**src/rtl/nps_pkg.sv**
```systemverilog
package nps_pkg;

  // controller states, one-hot
  typedef enum logic [4:0] {
    ST_IDLE   = 5'b00001,
    ST_CAND   = 5'b00010,
    ST_DIV    = 5'b00100,
    ST_CHECK  = 5'b01000,
    ST_FINISH = 5'b10000
  } state_t;

  // commands from controller to datapath
  typedef struct packed {
    logic load;
    logic next_cand;
    logic div_start;
    logic div_step;
    logic next_div;
    logic publish;
  } cmd_t;

  // status from datapath to controller
  typedef struct packed {
    logic is_two;
    logic is_even;
    logic root_done;
    logic div_last;
    logic rem_zero;
  } sts_t;

  localparam int SMALLEST_PRIME = 2;
  localparam int FIRST_DIVISOR  = 3;
  localparam int DIVISOR_STEP   = 2;

endpackage

```
**src/rtl/nps_if.sv**
```systemverilog
interface nps_in_if;
  logic               valid;
  logic               ready;
  logic signed [31:0] start_value;

  modport source (output valid, output start_value, input ready);
  modport sink (input valid, input start_value, output ready);
endinterface

interface nps_out_if;
  logic        valid;
  logic        ready;
  logic [30:0] next_prime;

  modport source (output valid, output next_prime, input ready);
  modport sink (input valid, input next_prime, output ready);
endinterface

```
**src/rtl/nps_dp.sv**
```systemverilog
module nps_dp #(
  parameter int DATA_WIDTH = 32
) (
  input  logic               clk,
  input  logic signed [31:0] start_value,
  input  nps_pkg::cmd_t      cmd,
  output nps_pkg::sts_t      sts,
  output logic [30:0]        next_prime
);

  localparam int DV = (DATA_WIDTH + 1) / 2 + 2;  // divisor width
  localparam int SW = 2 * DV;                    // divisor square width
  localparam int CW = $clog2(DATA_WIDTH);        // division step counter

  logic [DATA_WIDTH-1:0] raw;
  logic                  trivial;
  logic [DATA_WIDTH-1:0] cand;
  logic [DATA_WIDTH-1:0] shift;
  logic [DV-1:0]         div;
  logic [DV-1:0]         rem;
  logic [SW-1:0]         dsq;
  logic [CW-1:0]         cnt;
  logic [DV:0]           trial;
  logic [30:0]           result_q;

  assign raw     = start_value[DATA_WIDTH-1:0];
  assign trivial = raw[DATA_WIDTH-1] || (raw <= DATA_WIDTH'(nps_pkg::SMALLEST_PRIME));
  assign trial   = {rem, shift[DATA_WIDTH-1]};

  always_ff @(posedge clk) begin
    if (cmd.load) begin
      cand <= trivial ? DATA_WIDTH'(nps_pkg::SMALLEST_PRIME) : raw;
    end else if (cmd.next_cand) begin
      cand <= cand + 1'b1;
    end

    // divisor and its square restart at three for every candidate
    if (cmd.load || cmd.next_cand) begin
      div <= DV'(nps_pkg::FIRST_DIVISOR);
      dsq <= SW'(nps_pkg::FIRST_DIVISOR * nps_pkg::FIRST_DIVISOR);
    end else if (cmd.next_div) begin
      // (d+2)^2 = d^2 + 4d + 4
      div <= div + DV'(nps_pkg::DIVISOR_STEP);
      dsq <= dsq + SW'({div, 2'b00}) + SW'(4);
    end

    // restoring remainder, one candidate bit per cycle
    if (cmd.div_start) begin
      rem   <= '0;
      shift <= cand;
      cnt   <= '0;
    end else if (cmd.div_step) begin
      rem   <= (trial >= {1'b0, div}) ? DV'(trial - {1'b0, div}) : trial[DV-1:0];
      shift <= shift << 1;
      cnt   <= cnt + 1'b1;
    end

    if (cmd.publish) begin
      result_q <= 31'(cand);
    end
  end

  assign sts.is_two    = (cand == DATA_WIDTH'(nps_pkg::SMALLEST_PRIME));
  assign sts.is_even   = !cand[0];
  assign sts.root_done = (dsq > SW'(cand));
  assign sts.div_last  = (cnt == CW'(DATA_WIDTH - 1));
  assign sts.rem_zero  = (rem == '0);
  assign next_prime    = result_q;

endmodule

```
**src/rtl/nps_ctrl.sv**
```systemverilog
module nps_ctrl (
  input  logic          clk,
  input  logic          rst,
  input  logic          in_valid,
  output logic          in_ready,
  output logic          out_valid,
  input  logic          out_ready,
  input  nps_pkg::sts_t sts,
  output nps_pkg::cmd_t cmd
);

  nps_pkg::state_t state;
  nps_pkg::state_t state_next;

  always_comb begin
    cmd        = '0;
    state_next = state;
    in_ready   = (state == nps_pkg::ST_IDLE);
    unique case (state)
      nps_pkg::ST_IDLE: begin
        if (in_valid) begin
          cmd.load   = 1'b1;
          state_next = nps_pkg::ST_CAND;
        end
      end
      nps_pkg::ST_CAND: begin
        if (sts.is_two || (!sts.is_even && sts.root_done)) begin
          state_next = nps_pkg::ST_FINISH;
        end else if (sts.is_even) begin
          cmd.next_cand = 1'b1;
        end else begin
          cmd.div_start = 1'b1;
          state_next    = nps_pkg::ST_DIV;
        end
      end
      nps_pkg::ST_DIV: begin
        cmd.div_step = 1'b1;
        if (sts.div_last) begin
          state_next = nps_pkg::ST_CHECK;
        end
      end
      nps_pkg::ST_CHECK: begin
        // divisor hit: try next candidate, else next odd divisor
        if (sts.rem_zero) begin
          cmd.next_cand = 1'b1;
        end else begin
          cmd.next_div = 1'b1;
        end
        state_next = nps_pkg::ST_CAND;
      end
      nps_pkg::ST_FINISH: begin
        if (!out_valid || out_ready) begin
          cmd.publish = 1'b1;
          state_next  = nps_pkg::ST_IDLE;
        end
      end
      default: begin
        state_next = nps_pkg::ST_IDLE;
      end
    endcase
  end

  always_ff @(posedge clk) begin
    if (rst) begin
      state     <= nps_pkg::ST_IDLE;
      out_valid <= 1'b0;
    end else begin
      state <= state_next;
      if (cmd.publish) begin
        out_valid <= 1'b1;
      end else if (out_ready) begin
        out_valid <= 1'b0;
      end
    end
  end

endmodule

```
**src/rtl/next_prime_search_unit.sv**
```systemverilog
// next prime search: returns the smallest prime not less than a signed start value
//
// request channel carries start_value; only its low DATA_WIDTH bits are used, read as
// a two's complement number. any value of 2 or less, negatives included, gives 2.
// result channel carries next_prime. each item accepted on request gives one item
// on result, in order.
// one item is worked at a time; request.ready is high only while the search engine
// is idle. a finished result sits in an output register, so the next item is taken
// while the previous result still waits on a stalled receiver.
// each odd candidate tries odd divisors d from 3 while d*d <= candidate, each trial
// a radix-2 remainder over the DATA_WIDTH candidate bits; even candidates other than
// two go straight to the next candidate. the work grows with the number of trials
// and the number of candidates up to the next prime. the serial remainder unit sets
// the rate.
// reset (rst, synchronous) returns the controller to idle and empties the output
// register; no other state is kept between items.
module next_prime_search_unit #(
  parameter int DATA_WIDTH = 32
) (
  input logic      clk,
  input logic      rst,
  nps_in_if.sink   request,
  nps_out_if.source result
);

  nps_pkg::cmd_t cmd;
  nps_pkg::sts_t sts;

  // controller: sequences candidate checks, divisor trials and result hand-off
  nps_ctrl u_ctrl (
    .clk       (clk),
    .rst       (rst),
    .in_valid  (request.valid),
    .in_ready  (request.ready),
    .out_valid (result.valid),
    .out_ready (result.ready),
    .sts       (sts),
    .cmd       (cmd)
  );

  // datapath: candidate, divisor with running square, serial remainder, output register
  nps_dp #(
    .DATA_WIDTH (DATA_WIDTH)
  ) u_dp (
    .clk         (clk),
    .start_value (request.start_value),
    .cmd         (cmd),
    .sts         (sts),
    .next_prime  (result.next_prime)
  );

`ifndef SYNTHESIS
  // every result is odd or exactly two
  a_result_prime_form: assert property (@(posedge clk) disable iff (rst)
    result.valid |-> (result.next_prime[0] || (result.next_prime == 31'd2)))
    else $error("result is even and not two");

  // one item at a time: no second accept right after one
  a_one_item: assert property (@(posedge clk) disable iff (rst)
    (request.valid && request.ready) |=> !request.ready)
    else $error("request accepted while search busy");

  // a new result never overwrites one the receiver has not taken
  a_no_overwrite: assert property (@(posedge clk) disable iff (rst)
    cmd.publish |-> (!result.valid || result.ready))
    else $error("output register overwritten");
`endif

endmodule

```
**src/flat_wrapper.sv**
```systemverilog
// flat-port wrapper written by rule: the top's interface ports become plain ports
module next_prime_search_unit_flat 
#(
  parameter int DATA_WIDTH = 32
)
  (clk, rst, request_valid, request_start_value, request_ready, result_valid, result_next_prime, result_ready);
  nps_in_if request_i ();
  nps_out_if result_i ();
  input logic clk;
  input logic rst;
  input wire logic [$bits(request_i.valid)-1:0] request_valid;
  input wire logic [$bits(request_i.start_value)-1:0] request_start_value;
  output wire logic [$bits(request_i.ready)-1:0] request_ready;
  output wire logic [$bits(result_i.valid)-1:0] result_valid;
  output wire logic [$bits(result_i.next_prime)-1:0] result_next_prime;
  input wire logic [$bits(result_i.ready)-1:0] result_ready;
  assign request_i.valid = request_valid;
  assign request_i.start_value = request_start_value;
  assign request_ready = request_i.ready;
  assign result_valid = result_i.valid;
  assign result_next_prime = result_i.next_prime;
  assign result_i.ready = result_ready;
  next_prime_search_unit #(.DATA_WIDTH(DATA_WIDTH)) u_core (.clk(clk), .rst(rst), .request(request_i), .result(result_i));
endmodule
```
**config.mk**
```make
export PLATFORM = sky130hd
export DESIGN_NAME = next_prime_search_unit_flat
export DESIGN_NICKNAME = d
export VERILOG_FILES = /design/src/rtl/nps_pkg.sv /design/src/rtl/nps_if.sv /design/src/rtl/nps_dp.sv /design/src/rtl/nps_ctrl.sv /design/src/rtl/next_prime_search_unit.sv /design/src/flat_wrapper.sv
export SDC_FILE = /design/constraint.sdc
export NUM_CORES = 1
export LEC_CHECK = 0
export BUFFER_PORTS_ARGS = -buffer_cell sky130_fd_sc_hd__buf_4
export CAP_MARGIN = 20
export CORE_MARGIN = 2
export CORE_UTILIZATION = 53
export DETAILED_ROUTE_END_ITERATION = 7
export PLACE_DENSITY = 0.84
export SLEW_MARGIN = 20
export SYNTH_ARGS = -nofsm -noshare
export SYNTH_HDL_FRONTEND = slang
export SYNTH_SLANG_ARGS = --single-unit
export TNS_END_PERCENT = 5
```
**constraint.sdc**
```tcl
create_clock -name clk -period 3.4 [get_ports clk]
set_input_delay 0.85 -clock clk [delete_from_list [all_inputs] [get_ports clk]]
set_output_delay 0.85 -clock clk [all_outputs]
set_load 0.03 [all_outputs]
```
After elaboration in Yosys (flattened, before gate mapping)
Cells that the tools add are included.

word-level totals
  register bits = 178
  output and inout bits = 33

cells by class
  add/subtract/negate cells = 6
  magnitude comparators = 3
  equality and inequality tests = 11
  multiplexer cells = 27
  reduce and logical (&&, ||, !) cells = 11

operators by type and width
  kind                     number
  $mux W32                 5
  $add A36 B20 Y36         1
  $add A36 B3 Y36 const B  1
  $gt A36 B32 Y1           1
  $add A32 B1 Y32 const B  1
  $eq A32 B2 Y1 const B    1
  $le A32 B2 Y1 const B    1
  $mux W5                  5
  $pmux W5 S5              1
  $ge A19 B18 Y1           1
  $add A18 B2 Y18 const B  1
  $logic_not A18 Y1        1
  $mux W18                 1
  $sub A18 B18 Y18         1
  $mux W1                  13
  $eq A5 B5 Y1 const B     2
  $reduce_bool A2 Y1       3
  $add A5 B1 Y5 const B    1
  $eq A5 B1 Y1 const B     1
  $eq A5 B2 Y1 const B     1
  $eq A5 B3 Y1 const B     1
  $eq A5 B4 Y1 const B     1
  $logic_or A1 B1 Y1       4
  $ne A2 B2 Y1 const B     2
  7 further kinds          7

Depth between registers and ports, before layout
Gate-level depths: netlist (run 1).

  depth after elaboration = 7
  gate-level depth with buffers = 13
  mapped depth without buffers = 12

By module
A second synthesis (run 1) with hierarchy kept.

unflattened totals
  cells, all modules = 1122
  area total of the unflattened synthesis = 10636.5 um2

modules (own cells, without submodules)
  module    times used  cells each  area an instance (um2)  seq. area each (um2)
  nps_dp    1           1078        10283.6                 4314.1
  nps_ctrl  1           44          352.8                   120.1

Worst setup path before layout (run 1)
OpenSTA, ideal clock, no wires.

  path kind = register -> register
  start = reg u_core.u_ctrl.state[1]
  end = reg u_core.u_dp.cand[0], enable pin
  library setup time = 0.409 ns
  arrival time = 3.059 ns
  path slack = -0.068 ns
  cell stages (with the launch flop) = 10
  path buffers = 3
  period minus slack after synthesis = 3.468 ns
  cells stage by stage = dfxtp_1 -> nor3_1 -> and3b_1 -> clkbuf_1 -> nand2_1 -> o31a_1 -> o21a_1 -> inv_1 -> clkbuf_1 -> buf_1

on the way
  cells in the longest elaborated chain, start to end = 3

ends and longest elaborated chain
  item                          RTL line            source
  start, declared               nps_ctrl.sv:12      nps_pkg::state_t state;
  start signal, assigned        nps_ctrl.sv:65      state <= nps_pkg::ST_IDLE;
  start signal, assigned        nps_ctrl.sv:68      state <= state_next;
  $eq A5 B1 Y1                  n/a
  named net request_ready       flat_wrapper.sv:13  output wire logic [$bits(request_i.ready)-1:0] request_ready;
  $mux W1                       nps_ctrl.sv:19      unique case (state)
  $reduce_bool A2 Y1 (no line)  n/a
  end signal, assigned          nps_dp.sv:32        cand <= trivial ? DATA_WIDTH'(nps_pkg::SMALLEST_PRIME) : raw;
  end signal, assigned          nps_dp.sv:34        cand <= cand + 1'b1;
  end, declared                 nps_dp.sv:17        logic [DATA_WIDTH-1:0] cand;

The timed path passes the listed nets, and every way through them passes these cells.
A chain may end at the register's enable or synchronous reset.

Worst setup path after layout (run 1)
  start = reg u_core.u_dp.cand[5]
  end = reg u_core.u_dp.shift[16], data pin

on the way
  cells in the longest elaborated chain, start to end = 6

ends and longest elaborated chain
  item                  RTL line        source
  $gt A36 B32 Y1        nps_dp.sv:65    assign sts.root_done = (dsq > SW'(cand));
  $logic_and A1 B1 Y1   nps_ctrl.sv:27  if (sts.is_two || (!sts.is_even && sts.root_done)) begin
  $logic_or A1 B1 Y1 *  nps_ctrl.sv:27
  $mux W2 *             nps_ctrl.sv:27
  $mux W1 *             nps_ctrl.sv:19
  $mux W32 *            nps_dp.sv:48    if (cmd.div_start) begin
  end signal, assigned  nps_dp.sv:50    shift <= cand;
  end signal, assigned  nps_dp.sv:54    shift <= shift << 1;
  end, declared         nps_dp.sv:18    logic [DATA_WIDTH-1:0] shift;

Mark *: on every way between the ends. The rest lies on a longest branch, timed or not.

==> results.toml, run 1 <==
[status]
status = "finished, final reports clean"

[clocking]
clkTransAtPathRegs_ns = 0.07
cts_setup_buffers = 0
clockBufferDepth = 2
cts_buffers = 17
cts-resized-gates = 0
cts_hold_buf = 0
cts_tree = "yes"
cts-root-buf = "clkbuf_16"
clock-sinks = 174
htreeDepth = 4
clkLatencyLatePin_ns = 0.43

[logic_synthesis]
ys_seq_area_share_pct = 42.2
syn_inst = 1073
async_flop_share_pct = 0
ys_warn_count = 0
synth_fp_nets = 1198
syn-cell-area_um2 = 10500
synth-edff-count = 95
synth_seq_cells = 174
synth.avg_cell_area_um2 = 9.79
ys_types = 67
synth.largest_area_cell = "edfxtp_1"
synth_ff_type = "edfxtp_1"
synth.area.top_cells = "edfxtp_1 (27%), dfxtp_1 (15%), ha_1 (10%), xnor2_1 (4.8%), mux2_4 (4.0%)"
synth_top_area_share_pct = 27.2

[layout]
fin_area_um2 = 12100
nets = 1288
final_core_util_pct = 62.0
stdcell_count = 1440
n_antenna_cell = 0
drive_above_1_share_pct = 16.2
area_growth_pct = 14.9
nFillCells = 1473

[timing]
fmax_mhz = 308
relSlewSlack_pct = 57.0
whs_ns = 0.461
fin_setup_tns_ns = 0
finalHoldViolations = 0
finClkSkew_ns = 0.0121
fin_crit_sh_pct = 95.4
rsz0062_at_grt = "no"
timing.final.ws_setup_ns = 0.157
worstMarginPinSlew_ns = 0.645
finalMaxSlewViolations = 0
final-setup-viol-count = 0
post-route-min-period_ns = 3.24

[critical_path]
timing.rr.end = "u_core.u_dp.shift[16]$_DFFE_PP_"
path_cells = "inv_1 -> ha_1 -> a21o_1 -> a21o_1 -> a211oi_1 -> o221ai_1 -> and3_1 -> or3_2 -> buf_12 -> mux2_4"
start_kind = "flip-flop"
crit_fanout = 31
worstSetupEndpointType = "flip-flop"
slowest_delay_ns = 0.51
regToRegSetupSlack_ns = 0.16
cp.arrival_ns = 3.42
crit_buf_inv = 2
cpMostUsedCell = "a21o_1"
required_ns = 3.58
slowest_stage = "or3_2"
r2r_cells = 10
critical_path_class = "flip-flop to flip-flop"
r2r-start = "u_core.u_dp.cand[5]$_DFFE_PP_"
cp_top_family = "compound AO/OA/AOI/OAI gates"

[hold_path]
worstHoldPathType = "flip-flop to flip-flop"
min_path_cells = 2
min_to = "u_core.u_dp.cnt[4]$_SDFFE_PP0P_"
worstHoldStart = "u_core.u_dp.cnt[4]$_SDFFE_PP0P_"

[placed_design]
post-place-ws_ns = 0.179
gp_congestion = 0.919
dp_cells = 1409
portBuffers = 68
placed_cell_area_um2 = 11500
dp_hpwl_mm = 18.6

[floorplan]
io_pins = 69
die_h_um = 145
core.rowCount = 51
coreArea_um2 = 19500
fp.dieW_um = 145
die_area_um2 = 21000
start_util_pct = 54.0

[grt]
grt_pass1_wl_mm = 39.9
overflow = 0
grt_max_degree = 38
grt_antenna_before_repair = 0
track_usage_pct = 24.5
grt_pass1_vias = 8038

[drt]
via_per_inst = 5.86
ant_nets = 0
route.detailed.drc = 0
detail_route.wl_per_cell_um = 17.3
drtIter0Drc = 555
via_count = 8445
drt_first_pass_iters = 5
drt_wl_total_mm = 24.9

[power]
switching_share_pct = 36.0
pwr-share-seq_pct = 36.0
clockPowerShare_pct = 26.2
finalPower_mw = 7.39
leakage_nw = 5.03
power.density_nw_per_um2 = 612
p_int_mw = 4.73
irDropWorstVdd_uv = 657
comb_power_share_pct = 37.9
power_switching_mw = 2.66

[job]
maxCapViolCount = 0
-- registers in the layout, indices dropped and copies added (netlist names) --
register / cells
u_core.u_ctrl.out_valid: 1
u_core.u_ctrl.state: 5
u_core.u_dp.cand: 32
u_core.u_dp.cnt: 5
u_core.u_dp.div: 17
u_core.u_dp.dsq: 33
u_core.u_dp.next_prime: 31
u_core.u_dp.rem: 18
u_core.u_dp.shift: 32
-- layout by cell type, fill, tap and decap left out, types with 5 or more instances in the layout --
master and n:
a211oi_1 27, a21o_1 18, a21oi_1 69, and3_1 15, buf_4 100, clkbuf_16 17
dfxtp_1 79, edfxtp_1 95, ha_1 87, inv_1 63, inv_6 5, mux2_4 28
mux2i_1 19, nand2_1 102, nand2b_1 8, nand3_1 30, nand3b_1 8, nand4_1 28
nor2_1 74, nor3_1 23, nor4_1 26, o2111ai_1 5, o211ai_1 6, o21ai_0 64
or2_2 5, or3_1 12, xnor2_1 57, xor2_1 15
-- tightest hold or removal path: cells and delay by family (launching register included) --
kind             cells  cell delay, ns
flip-flops           1            0.31
AND/OR/NAND/NOR      1            0.05
AO/OA/AOI/OAI        1            0.05
-- logic make-up (layout without fill, tap and decap cells) --
family          after synthesis  count (layout)  share of synthesized area, %
buf+inv                      97             199                          4.04
simple gates                360             360                          17.1
xor+xnor                     72              72                          6.01
fa+ha+maj                    89              89                          10.7
mux                          51              51                          6.24
flops                       174             174                          42.2
compound gates              230             230                          13.6
-- per-layer routing --
| metal | track usage, % | routed length, µm | up-vias |
|---|---|---|---|
| met2 | 40.4 | 11600 | 330 |
| met1 | 32.6 | 10900 | 3956 |
| met3 | 4.51 | 1860 | 40 |
| met5 | 0 | 0 | - |
| met4 | 8.07 | 596 | 0 |
| li1 | - | - | 4119 |
-- power by group through the flow --
stage | clock, mW | sequential, mW | combinational [mW]
final | 1.93 | 2.66 | 2.80
after global routing | 2.05 | 2.68 | 3.06
after CTS | 1.95 | 2.65 | 2.77
after detailed placement | 0 | 2.70 | 2.73
after global placement | 0 | 2.69 | 2.66
after floorplan | 0 | 2.67 | 2.01
-- worst max path at each step --
stage / slack (ns) / end / cells past startpoint / from
finish: 0.16 / u_core.u_dp.shift[16]$_DFFE_PP_ / 10 / u_core.u_dp.cand[5]$_DFFE_PP_
global route: 0.04 / u_core.u_dp.shift[21]$_DFFE_PP_ / 10 / u_core.u_dp.cand[8]$_DFFE_PP_
CTS: 0.15 / u_core.u_dp.shift[21]$_DFFE_PP_ / 10 / u_core.u_dp.cand[5]$_DFFE_PP_
detailed placement: 0.18 / u_core.u_dp.shift[28]$_DFFE_PP_ / 10 / u_core.u_dp.cand[5]$_DFFE_PP_
global placement: 0.26 / u_core.u_dp.shift[9]$_DFFE_PP_ / 10 / u_core.u_dp.cand[5]$_DFFE_PP_
floorplan: 0.005 / u_core.u_dp.shift[0]$_SDFFCE_PN0P_ / 11 / u_core.u_dp.cand[13]$_DFFE_PP_
-- cell usage after synthesis, drive strengths merged (3+ instances only) --
cell,n
a2111o,4
mux2i,19
nand2,102
inv,64
and2,5
or3b,4
nor3,25
a211oi,27
ha,87
o21bai,3
nor4,27
nand3,30
o21ai,67
nor2b,5
nor2,75
or3,14
o2111ai,5
a21boi,4
o21a,4
nand2b,9
or2,5
a21oi,69
dfxtp,79
edfxtp,95
o211ai,6
or4,4
a31oi,3
xor2,15
nand3b,8
mux2,32
and3,15
a21o,19
buf,10
clkbuf,23
nand4,28
xnor2,57
-- cell type report --
type | count | area, µm² | share of cell area [%]
Multi-Input combinational cell | 802 | 5660 | 46.9
Sequential cell | 174 | 4430 | 36.7
Timing Repair Buffer | 104 | 831 | 6.88
Clock buffer | 17 | 425 | 3.52
Tap cell | 265 | 332 | 2.75
Inverter | 64 | 240 | 1.99
Clock inverter | 14 | 150 | 1.24
Note: power is estimated with default switching activity, not from simulation.
==> run 2, diff against run 1 <==
ABC_AREA = 1   (was default)
==> run 2 against run 1 <==
- clock power is 5% higher
- die area is 9.0% higher
- combinational power is 41% higher
- global-route usage is 2.3 points higher
- sequential share of layout area is 2.2 points lower
- non-clock buffer count is 18 lower
- largest cell class unchanged
- worst setup slack better by 0.42 ns
- maximum frequency is 15% higher
- count of clock-buffer cells in the layout stayed put
- largest power group unchanged
- flip-flop and latch count stayed put
- first-iteration DRC count is 55% higher
==> results.toml, run 2 <==
[timing]
rsz0062_at_grt = "no"
final-setup-viol-count = 0
worstMarginPinSlew_ns = 0.819
fmax_mhz = 354
relSlewSlack_pct = 45.4
post-route-min-period_ns = 2.83
fin_setup_tns_ns = 0
fin_crit_sh_pct = 83.1
finalMaxSlewViolations = 0
finClkSkew_ns = 0.0133
finalHoldViolations = 0

[floorplan]
coreArea_um2 = 21200
core.rowCount = 53
die_area_um2 = 22800
io_pins = 69
start_util_pct = 54.2
die_h_um = 151
fp.dieW_um = 151

[grt]
overflow = 0
grt_pass1_wl_mm = 48.2
grt_max_degree = 51
grt_antenna_before_repair = 0
grt_pass1_vias = 9872
track_usage_pct = 26.8

[critical_path]
worstSetupEndpointType = "flip-flop"
crit_fanout = 32
critical_path_class = "flip-flop to flip-flop"
start_kind = "flip-flop"
required_ns = 3.50
cp.arrival_ns = 2.92

[clocking]
htreeDepth = 4
clkLatencyLatePin_ns = 0.45
cts-root-buf = "clkbuf_16"
cts_setup_buffers = 0
clockBufferDepth = 2
cts_hold_buf = 0
cts-resized-gates = 0
clock-sinks = 174
cts_tree = "yes"
clkTransAtPathRegs_ns = 0.07
cts_buffers = 17

[placed_design]
dp_hpwl_mm = 22.0
placed_cell_area_um2 = 12200
gp_congestion = 0.988
portBuffers = 68

[layout]
largest-register = "u_core.u_dp.dsq"
nets = 1720
fin_area_um2 = 12800
largest_reg_flops = 33
drive_above_1_share_pct = 9.58
final_core_util_pct = 60.7
nFillCells = 1819
most-common-layout-cells = "nand2_1 (431), inv_1 (189), nor2_1 (115), edfxtp_1 (95)"
area_growth_pct = 11.9
final_common_cell = "nand2_1"
n_antenna_cell = 0
top_regs = "u_core.u_dp.dsq (33), u_core.u_dp.cand (32), u_core.u_dp.shift (32)"

[logic_synthesis]
synth_fp_nets = 1656
syn_inst = 1531
synth.largest_area_cell = "edfxtp_1"
synth_top_area_share_pct = 24.9
ys_seq_area_share_pct = 38.7
synth-edff-count = 95
synthTopCellsByCount = "nand2_1 (431), inv_1 (189), nor2_1 (116)"
ys_types = 45
synth_ff_type = "edfxtp_1"
synth.area.top_cells = "edfxtp_1 (25%), nand2_1 (14%), dfxtp_1 (14%), ha_1 (9.5%), inv_1 (6.2%)"
synth_most_common_cell = "nand2_1"
synth_seq_cells = 174
async_flop_share_pct = 0
ys_warn_count = 0
synth.avg_cell_area_um2 = 7.49
syn-cell-area_um2 = 11500

[power]
irDropWorstVdd_uv = 416
leakage_nw = 6.12
power.density_nw_per_um2 = 720

[drt]
drtIter0Drc = 858
detail_route.wl_per_cell_um = 15.9
via_count = 10652
via_per_inst = 5.66
route.detailed.drc = 0
drt_first_pass_iters = 5
drt_wl_total_mm = 29.9
ant_nets = 0

[status]
status = "finished, final reports clean"

[hold_path]
worstHoldPathType = "flip-flop to flip-flop"

[job]
maxCapViolCount = 0
[run 2: cell count changes after synthesis, sizes merged, moves of 30 or more]
cell	delta
nor2	+50
inv	+132
nand3	+59
nand4	+30
nand2	+334
xnor2	-39
mux2	-32
[run 2: final timing paths]
kind,startpoint,end,slack (ns),cells after the start
setup / recovery,u_core.u_dp.cand[11]$_DFFE_PP_,u_core.u_dp.shift[9]$_DFFE_PP_,0.57,13
hold / removal,u_core.u_dp.dsq[35]$_SDFFE_PP0P_,u_core.u_dp.dsq[35]$_SDFFE_PP0P_,0.47,2
setup reg to reg,u_core.u_dp.cand[11]$_DFFE_PP_,u_core.u_dp.shift[9]$_DFFE_PP_,0.57,13
hold reg to reg,u_core.u_dp.dsq[35]$_SDFFE_PP0P_,u_core.u_dp.dsq[35]$_SDFFE_PP0P_,0.47,2
[run 2: cells by family after synthesis]
family	count (synthesis)	share of synthesized area (%)
flops	174	38.7
fa+ha+maj	89	9.84
xor+xnor	54	4.12
compound gates	197	9.10
buf+inv	239	8.54
simple gates	778	29.7
[run 2: final cells by class]
cell class	instances	area (µm²)	share of cell area [%]
multi-input cells	1118	6060	47.2
well taps	275	344	2.68
inverters	198	743	5.79
repair buffers	86	658	5.13
clock buffers	17	425	3.31
flip-flops and latches	174	4430	34.5
clock inverters	15	174	1.35
[run 2: critical path, stage by stage, from the launching register on]
cell and delay (ns):
edfxtp_1 0.48, inv_1 0.13, ha_1 0.31, nand2_1 0.07
nor2_1 0.15, nand2_1 0.12, nor2_1 0.16, nand2_1 0.07
o21ai_1 0.13, inv_1 0.08, nand2_1 0.08, nand4_1 0.16
nand2_1 0.11, buf_4 0.41
[run 2: power by group]
part	switching, mW	internal [mW]
registers	0.494	2.79
logic	2.57	1.36
clock network	0.917	1.11
total	3.99	5.26
[run 2: through the flow]
| step | instances | hold slack [ns] | total power, mW | setup slack, ns |
|---|---|---|---|---|
| global route | 1883 | 0.484 | 9.91 | 0.309 |
| global placement | 1851 | 0.448 | 7.02 | 0.699 |
| finish | 1883 | 0.465 | 9.24 | 0.573 |
| CTS | 1883 | 0.465 | 9.19 | 0.586 |
| floorplan | 1531 | 0.421 | 6.18 | 0.459 |
| detailed placement | 1851 | 0.454 | 7.15 | 0.584 |
[run 2: layer usage]
layer  GRT usage (%)  up-vias  part of all wire, %
li1                -     5234                    -
met1            34.0     4838                   41
met4            12.5        0                  3.9
met5               0        -                    0
met2            45.4      495                   48
met3            3.49       85                  7.1
==> run 3, diff against run 2 <==
ABC_AREA = 0   (was 1)
clock period = 2.6 ns   (was 3.4 ns; I/O delays follow)
==> run 3 against run 2 <==
- the run now ends with negative setup slack left
- register-to-register slack got worse by 1.1 ns
- worst setup slack got worse by 1.1 ns
- non-clock buffer count rose by 166
- count of clock-buffer cells in the layout did not move
- first-iteration DRC count rose by 15%
- final area rose by 7.0%
- sequential power rose by 6%
- highest routed layer is now met5
==> results.toml, run 3 (synthesized netlist as in run 1, its figures left out) <==
[timing]
finClkSkew_ns = 0.0188
fin_crit_sh_pct = 120
finalMaxSlewViolations = 0
relSlewSlack_pct = 29.6
finalHoldViolations = 0
fmax_mhz = 322
rsz0062_at_grt = "yes"
whs_ns = 0.394
post-route-min-period_ns = 3.11
timing.final.ws_setup_ns = -0.508
final-setup-viol-count = 156
worstMarginPinSlew_ns = 1.05

[floorplan]
coreArea_um2 = 19500
fp.dieW_um = 145
start_util_pct = 54.0
die_h_um = 145
io_pins = 69
core.rowCount = 51
die_area_um2 = 21000

[grt]
grt_use_met3_pct = 6.58
grt_pass1_wl_mm = 47.2
grt_antenna_before_repair = 2
track_usage_pct = 28.8
grt_max_degree = 38
grt_use_met2_pct = 48.9
overflow = 0
grtUsageMet1_pct = 35.5
grt.busiest_layer = "met2"
grt_pass1_vias = 9344

[critical_path]
slowest_delay_ns = 0.46
regToRegSetupSlack_ns = -0.51
path_cells = "inv_2 -> ha_4 -> nand4_1 -> nor4_4 -> a31oi_2 -> and3_4 -> or3_4 -> clkbuf_16 -> mux2_4"
cp_num_cells = 9
critical_path_class = "flip-flop to flip-flop"
timing.rr.end = "u_core.u_dp.shift[25]$_DFFE_PP_"
critPathCapture = "u_core.u_dp.shift[25]$_DFFE_PP_"
start_kind = "flip-flop"
slowest_stage = "or3_4"
cp.arrival_ns = 3.30
cp_top_family = "simple AND/OR/NAND/NOR gates"
r2r-start = "u_core.u_dp.cand[23]$_DFFE_PP_"
startpoint = "u_core.u_dp.cand[23]$_DFFE_PP_"
r2r_cells = 9
required_ns = 2.79
crit_buf_inv = 2
crit_fanout = 7
worstSetupEndpointType = "flip-flop"

[layout]
drive_above_1_share_pct = 31.0
final_core_util_pct = 70.6
nFillCells = 1227
most-common-layout-cells = "buf_4 (242), nand2_1 (101), edfxtp_1 (95), dfxtp_1 (75), ha_1 (72)"
top_regs = "u_core.u_dp.dsq (33), u_core.u_dp.cand (32), u_core.u_dp.shift (32)"
area_growth_pct = 30.8
final_common_cell = "buf_4"
n_antenna_cell = 0
seq_area_um2 = 4440
fin_area_um2 = 13700
nets = 1438
largest_reg_flops = 33
multi_input_area_um2 = 6120
largest-register = "u_core.u_dp.dsq"

[drt]
via_count = 10072
drt_first_pass_iters = 6
drtIter0Drc = 984
route.detailed.drc = 0
ant_nets = 0
drt_wl_total_mm = 35.6
via_per_inst = 6.33
detail_route.wl_per_cell_um = 22.4

[clocking]
clockBufferDepth = 2
clkLatencyLatePin_ns = 0.46
cts_hold_buf = 0
clkTransAtPathRegs_ns = 0.08
cts_buffers = 17
cts_tree = "yes"
clock-sinks = 174
cts-root-buf = "clkbuf_16"
htreeDepth = 4

[hold_path]
worstHoldStart = "rst"
worstHoldPathType = "input pin to flip-flop"

[power]
irDropWorstVdd_uv = 832
p_int_mw = 6.67
comb_power_share_pct = 43.6
leakage_nw = 5.83
power.density_nw_per_um2 = 784
pwr-share-seq_pct = 32.2
switching_share_pct = 38.1
clockPowerShare_pct = 24.2
power_switching_mw = 4.10

[placed_design]
portBuffers = 68
placed_cell_area_um2 = 12600
gp_congestion = 0.906
dp_hpwl_mm = 20.7

[status]
violations = "negative setup slack"
status = "finished with violations"

[job]
maxCapViolCount = 0
run 3: routing by layer:
| layer | part of all wire, % | vias up |
|---|---|---|
| met5 | 0.090 | - |
| met4 | 7.0 | 4 |
| met3 | 11 | 215 |
| met2 | 46 | 699 |
| met1 | 35 | 4725 |
| li1 | - | 4429 |
run 3: power groups by stage:
stage               Combinational, mW  Sequential [mW]  Clock (mW)
detailed placement               4.19             3.48           0
global placement                 4.07             3.46           0
CTS                              4.29             3.43        2.60
floorplan                        2.65             3.49           0
finish                           4.69             3.47        2.61
global route                     5.02             3.48        2.71
run 3: what timing repair did:
item / 4_1_cts / 5_1_grt
gates cloned: 1 / 4
pin swaps: 5 / 17
setup endpoints to repair: 87 / 143
buffers inserted: 0 / 5
gates resized for setup: 21 / 55
run 3: worst min path at each step:
stage                                                 to  cells past startpoint
floorplan                u_core.u_dp.cnt[4]$_SDFFE_PP0P_                      2
detailed placement       u_core.u_dp.cnt[4]$_SDFFE_PP0P_                      2
global placement         u_core.u_dp.cnt[4]$_SDFFE_PP0P_                      2
CTS                 u_core.u_ctrl.out_valid$_SDFFE_PP0P_                      2
finish              u_core.u_ctrl.out_valid$_SDFFE_PP0P_                      2
global route        u_core.u_ctrl.out_valid$_SDFFE_PP0P_                      2
run 3: layout make-up:
type	count	share of cell area, %
Multi-Input combinational cell	804	44.6
Timing Repair Buffer	252	14.7
Clock buffer	17	3.10
Clock inverter	15	1.19
Tap cell	265	2.41
Inverter	64	1.75
Sequential cell	174	32.3
run 3: worst reg2reg max path, stage by stage, from the launching register on:
cell,delay [ns]
edfxtp_1,0.39
inv_2,0.08
ha_4,0.29
nand4_1,0.22
nor4_4,0.44
a31oi_2,0.17
and3_4,0.21
or3_4,0.46
clkbuf_16,0.21
mux2_4,0.38
run 3: stage by stage:
step / power [mW] / cells / setup TNS, ns / setup slack [ns]
after global placement: 7.53 / 1549 / -16.04 / -0.256
after floorplan: 6.15 / 1073 / -5.24 / -0.101
final: 10.8 / 1591 / -41.40 / -0.508
after detailed placement: 7.67 / 1549 / -22.03 / -0.346
after CTS: 10.3 / 1582 / -15.48 / -0.247
after global routing: 11.2 / 1591 / -60.49 / -0.603
